<file path="config.mk">
export PLATFORM = sky130hd
export DESIGN_NAME = nvr_axis_map
export DESIGN_NICKNAME = d
export VERILOG_FILES = /design/src/nvr_pkg.sv /design/src/nvr_axis_map.sv
export SDC_FILE = /design/constraint.sdc
export NUM_CORES = 1
export LEC_CHECK = 0
export ABC_CLOCK_PERIOD_IN_PS = 10600
export BUFFER_PORTS_ARGS = -buffer_cell sky130_fd_sc_hd__buf_2
export CAP_MARGIN = 20
export CORE_MARGIN = 3
export CORE_UTILIZATION = 47
export DETAILED_ROUTE_END_ITERATION = 6
export SLEW_MARGIN = 5
export SYNTH_ARGS = -nofsm -noshare
export SYNTH_HDL_FRONTEND = slang
export SYNTH_SLANG_ARGS = --single-unit
</file>
<file path="constraint.sdc">
create_clock -name clock -period 10.6 [get_ports clock]
set_input_delay 2.12 -clock clock [delete_from_list [all_inputs] [get_ports clock]]
set_output_delay 2.12 -clock clock [all_outputs]
set_load 0.05 [all_outputs]
</file>
<file path="src/nvr_pkg.sv">
`timescale 1ns / 1ps

package nvr_pkg;

   // Field widths of the command and result beats.
   localparam int IDX_W   = 8;
   localparam int VOXEL_W = 16;
   localparam int CHAN_W  = 1;

   // Configuration register widths.
   localparam int SIZE_W  = 6;
   localparam int RATIO_W = 24;
   localparam int CSR_IDX_W  = 3;
   localparam int CSR_DATA_W = 24;

   // Mapping arithmetic widths: the Q16.16 product, the rounded integer index and the clamp bound.
   localparam int PROD_W  = IDX_W + RATIO_W;
   localparam int MAP_W   = PROD_W + 1 - 16;
   localparam int BOUND_W = 11;

   // Default address split of the voxel store.
   localparam int X_BITS_DEFAULT       = 5;
   localparam int Y_BITS_DEFAULT       = 5;
   localparam int Z_BITS_DEFAULT       = 5;
   localparam int CHANNEL_BITS_DEFAULT = 1;

   // Register indexes.
   localparam logic [CSR_IDX_W-1:0] CSR_SRC_SIZE_X = 3'd0;
   localparam logic [CSR_IDX_W-1:0] CSR_SRC_SIZE_Y = 3'd1;
   localparam logic [CSR_IDX_W-1:0] CSR_SRC_SIZE_Z = 3'd2;
   localparam logic [CSR_IDX_W-1:0] CSR_RATIO_X    = 3'd3;
   localparam logic [CSR_IDX_W-1:0] CSR_RATIO_Y    = 3'd4;
   localparam logic [CSR_IDX_W-1:0] CSR_RATIO_Z    = 3'd5;
   localparam logic [CSR_IDX_W-1:0] CSR_ROUND      = 3'd6;

   // Register reset values.
   localparam logic [SIZE_W-1:0]  SIZE_RESET  = 6'd32;
   localparam logic [RATIO_W-1:0] RATIO_RESET = 24'd65536;

   // Largest positive integer value in Q12.4 (2047.0).
   localparam logic [VOXEL_W-1:0] ROUND_SAT = 16'h7FF0;

   // Rounds a Q12.4 value to an integer, halves away from zero, saturating at 2047.0.
   function automatic logic [VOXEL_W-1:0] round_q4(input logic [VOXEL_W-1:0] raw);
      logic [VOXEL_W:0]   mag;
      logic [VOXEL_W:0]   rnd;
      logic [VOXEL_W-1:0] res;
      if (!raw[VOXEL_W-1]) begin
         rnd = ({1'b0, raw} + 17'd8) & ~17'h0000F;
         res = rnd[VOXEL_W-1] ? ROUND_SAT : rnd[VOXEL_W-1:0];
      end else begin
         mag = {1'b0, ~raw} + 17'd1;
         rnd = (mag + 17'd8) & ~17'h0000F;
         res = 16'(17'd0 - rnd);
      end
      return res;
   endfunction

endpackage

</file>
<file path="src/nvr_axis_map.sv">
`timescale 1ns / 1ps

module nvr_axis_map #(
   parameter int BITS = nvr_pkg::X_BITS_DEFAULT
) (
   input  logic                        clock,
   input  logic [nvr_pkg::IDX_W-1:0]   idx,
   input  logic [nvr_pkg::RATIO_W-1:0] ratio,
   input  logic [nvr_pkg::SIZE_W-1:0]  size,
   output logic [BITS-1:0]             mapped
);

   import nvr_pkg::*;

   localparam logic [BOUND_W-1:0] LIM = BOUND_W'(1 << BITS);

   logic [PROD_W-1:0]  prod_ff;
   logic [MAP_W-1:0]   near;
   logic [SIZE_W-1:0]  size_nz;
   logic [BOUND_W-1:0] size_cl;
   logic [BOUND_W-1:0] bound;

   // Scale the output index by the ratio; the product is registered.
   always_ff @(posedge clock) begin
      prod_ff <= PROD_W'(idx) * PROD_W'(ratio);
   end

   // Round to the nearest source index and clamp to the usable source extent.
   always_comb begin
      near    = MAP_W'(({1'b0, prod_ff} + (PROD_W + 1)'(32768)) >> 16);
      size_nz = (size == '0) ? SIZE_W'(1) : size;
      size_cl = (BOUND_W'(size_nz) > LIM) ? LIM : BOUND_W'(size_nz);
      bound   = size_cl - BOUND_W'(1);
      mapped  = (near > MAP_W'(bound)) ? BITS'(bound) : BITS'(near);
   end

endmodule

</file>
Word-level counts from Yosys, hierarchy flattened. Cells that the tools add are included.

Register bits after elaboration: 32. Input bits: 39. Output and inout port bits: 5. Word-level logic and storage cells: 10.

$add $sub $neg: 2. $mul: 1. Order comparisons: 2. Muxes and demuxes: 3. Reduce and logical (&&, ||, !) cells: 1.

Operators by type and width (count): $add A32 B16 Y33 const B (1); $mul A8 B24 Y32 (1); $gt A17 B11 Y1 (1); $mux W6 (2); $sub A6 B1 Y7 const B (1); $gt A6 B6 Y1 const B (1); $logic_not A6 Y1 (1); $mux W5 (1).

Depth between registers and ports, before layout.
Word-level depth: 7. Mapped depth: 18. Gate-level depth less buffers: 17.

Least setup slack after synthesis. No wires, ideal clock.

Path kind: input -> output. Start point: input size[3] (netlist name). End point: output mapped[2]. Data arrival time: 5.512 ns. Data required time: 8.480 ns. Slack: 2.968 ns. Cell stages on the path: 13. Path buffers: 1. Cells stage by stage: nor4_1 o21ai_0 ha_1 nand3_1 ha_1 a21o_1 a2111oi_4 a221o_1 a31oi_1 a2111oi_4 and3_1 buf_6 mux2i_1.

Longest elaborated chain between the ends: 7.

Ends and longest elaborated chain: start: declaration (RTL line nvr_axis_map.sv:9) `input logic [nvr_pkg::SIZE_W-1:0] size,`; $logic_not A6 Y1 (RTL line nvr_axis_map.sv:31) `size_nz = (size == '0) ? SIZE_W'(1) : size;`; $mux W6 (*) (RTL line nvr_axis_map.sv:31); $gt A6 B6 Y1 (RTL line nvr_axis_map.sv:32) `size_cl = (BOUND_W'(size_nz) > LIM) ? LIM : BOUND_W'(size_nz);`; $mux W6 (*) (RTL line nvr_axis_map.sv:32); $sub A6 B1 Y7 (*) (RTL line nvr_axis_map.sv:33) `bound = size_cl - BOUND_W'(1);`; $gt A17 B11 Y1 (RTL line nvr_axis_map.sv:34) `mapped = (near > MAP_W'(bound)) ? BITS'(bound) : BITS'(near);`; $mux W5 (*) (RTL line nvr_axis_map.sv:34); end: declaration (RTL line nvr_axis_map.sv:10) `output logic [BITS-1:0] mapped`.

Every way passes the cells marked *; elsewhere a longest branch is shown, timed or not.

Worst setup path in the final report.
Start point: input size[3] (netlist name). End point: output mapped[1].

Same word-level chain as after synthesis.

==> flow_summary.ini <==
[sta]
tightest_slew_ns = 0.567
drv_slew = 0
max_freq_mhz = 128
maxSlewHeadroom_pct = 62.2
rsz0062_at_grt = no
setup_viol = 0
tns_ns = 0
hold_violations = 0
finalCriticalPeriod_ns = 7.84
fin_crit_sh_pct = 74.0

[cts]
post-cts-setup-buffer-count = 0
cts_tree = done
clk_pin_slew_ns = 0.05
clockBufferDepth = 2
cts_resized = 0
cts.sinks = 17
root_buffer = clkbuf_16
holdBufCountCts = 0
h-tree-depth = 1
cts_made_buffers = 3

[cells_and_area]
diodes = 0
regMostFlops = prod_ff
largest_reg_flops = 17
n_fill_cell = 1435
largest_registers = prod_ff x17
drive_gt1_share_pct = 6.46
fin_util_pct = 52.1
area_delta_synth_final_pct = 6.21
nets = 1084

[worst_setup_path]
worstPathRequired_ns = 8.48
path_class = input pin to primary output
cp-start-kind = input pin
crit_arrival_ns = 5.72
endpoint_kind = primary output
cp_max_fo = 5

[global_routing]
antenna_found_initial = 0
grt_pass1_vias = 6164
grt-ovfl-total = 0
grt_usage_pct = 20.4
grt_first_pass_wirelength_mm = 28.3
grt_max_degree = 25

[placed_design]
portBuffers = 43
place_congestion = 0.910
dp_hpwl_mm = 13.0

[detailed_routing]
wl_per_cell_um = 14.8
vias = 5541
routed_wl_mm = 15.3
drc_errors = 0
drt-vias-per-instance = 5.37
drtAntennaViolNets = 0
dr.pass1.iters = 4
drt_iter0_markers = 197

[logic_synthesis]
synth_top_cell_by_area = fa_1
ys_ff_latch = 17
synth.area.top_cells = fa_1, ha_1, and2_1
synth_edf_count = 0
synth_cell_types = 54
ys_seq_area_share_pct = 4.89
synth_area_per_cell_um2 = 8.44
synth_top_area_share_pct = 37.6
ys_async_sr_fraction_pct = 0
synth_cells = 825
ys.flop_type = dfxtp_1
syn-num-nets = 1057
yosys_warnings = 0
syn_area_mm2 = 0.00697

[floorplanning]
die_area_mm2 = 0.0163
rows = 43
die-height_um = 128
coreArea_mm2 = 0.0142
die_x_um = 128
io_pins = 44
start_util_pct = 49.0

[power_and_ir_drop]
power_mw = 1.67
power.leakage_nw = 3.65
power.density_mw_per_mm2 = 225
vdd_ir_drop_max_mv = 0.110

[flow_run]
max-cap-violations = 0

[min_path]
hp-class = input pin to flip-flop

[run_status]
status = complete, no violations
## worst max-delay path, stage by stage
cell,delay [ns]
buf_2,0.12
nor4_1,0.06
o21ai_0,0.38
ha_1,0.34
nand3_1,0.23
ha_1,0.37
a21o_1,0.21
a2111oi_4,0.36
a221o_1,0.19
a31oi_1,0.06
a2111oi_4,0.35
and3_1,0.38
mux2_4,0.33
buf_2,0.21
## metrics by stage
step,cell area [µm²],hold WS (ns),std cells,setup WS (ns)
after floorplan,6970,2.66,825,2.97
after global placement,7320,2.89,1027,2.93
after detailed placement,7320,2.91,1027,2.76
after CTS,7400,2.67,1031,2.75
after global routing,7400,2.73,1031,2.49
final,7400,2.67,1031,2.76
## synth_stat cells, types with 13 or more instances
master	count
nand2_1	112
xor2_1	16
xnor2_1	13
nand3_1	16
and2_1	114
a21oi_1	32
inv_1	164
dfxtp_1	17
nor2_1	15
ha_1	62
clkbuf_1	20
fa_1	131
## final cells by class
cell class                 count  area [µm²]  share of cell area (%)
clock buffer                   4        78.8                    1.07
inverter                     164         616                    8.32
multi-input combinational    623        5920                    80.1
sequential                    17         340                    4.60
tap                          180         225                    3.04
timing repair buffer          43         215                    2.91
## metal layers
| layer | track usage, % | wire length (µm) | share of wire (%) |
|---|---|---|---|
| met1 | 26.2 | 6490 | 42 |
| met5 | 0 | 0 | 0 |
| met3 | 1.71 | 564 | 3.7 |
| met4 | 3.81 | 207 | 1.4 |
| met2 | 37.8 | 8030 | 53 |
## path summary, 6_finish.rpt
path	from	to	slack (ns)	cells after the start
setup / recovery	size[3]	mapped[1]	2.76	14
hold / removal	ratio[23]	prod_ff[31]$_DFF_P_	2.67	5
## cell families after synthesis
kind of cell             count (synthesis)  synth area share (%)
AND/OR/NAND/NOR                        296                  21.8
buffers and inverters                  185                  10.1
other                                    1                0.0538
flip-flops                              17                  4.89
multiplexers                             7                  1.19
XOR/XNOR                                29                  3.65
adder cells (fa/ha/maj)                193                  48.8
AO/OA/AOI/OAI                           97                  9.57
## power breakdown
part           total (mW)  internal [mW]  switching, mW
sequential          0.142          0.111         0.0309
combinational        1.45          0.583          0.871
clock              0.0725         0.0508         0.0217
## cells in the final DEF, fill, tap and decap left out, drive strengths merged, types with 3 or more instances in the layout
cell type | synthesis | final
xor2 | 16 | 16
o21ai | 18 | 18
o21a | 6 | 6
and3 | 3 | 3
and2 | 114 | 114
nor2 | 15 | 15
nand3 | 16 | 16
a31oi | 4 | 4
dfxtp | 17 | 17
nand2 | 112 | 112
xnor2 | 13 | 13
a211oi | 6 | 6
mux2 | 4 | 4
mux2i | 3 | 3
buf | 1 | 43
inv | 164 | 164
ha | 62 | 62
a21oi | 32 | 32
nor3 | 9 | 9
nor2b | 5 | 5
fa | 131 | 131
nand4 | 11 | 11
o31ai | 7 | 7
clkbuf | 20 | 4
a21o | 6 | 6
No activity file was read; power rests on OpenSTA's default activity.
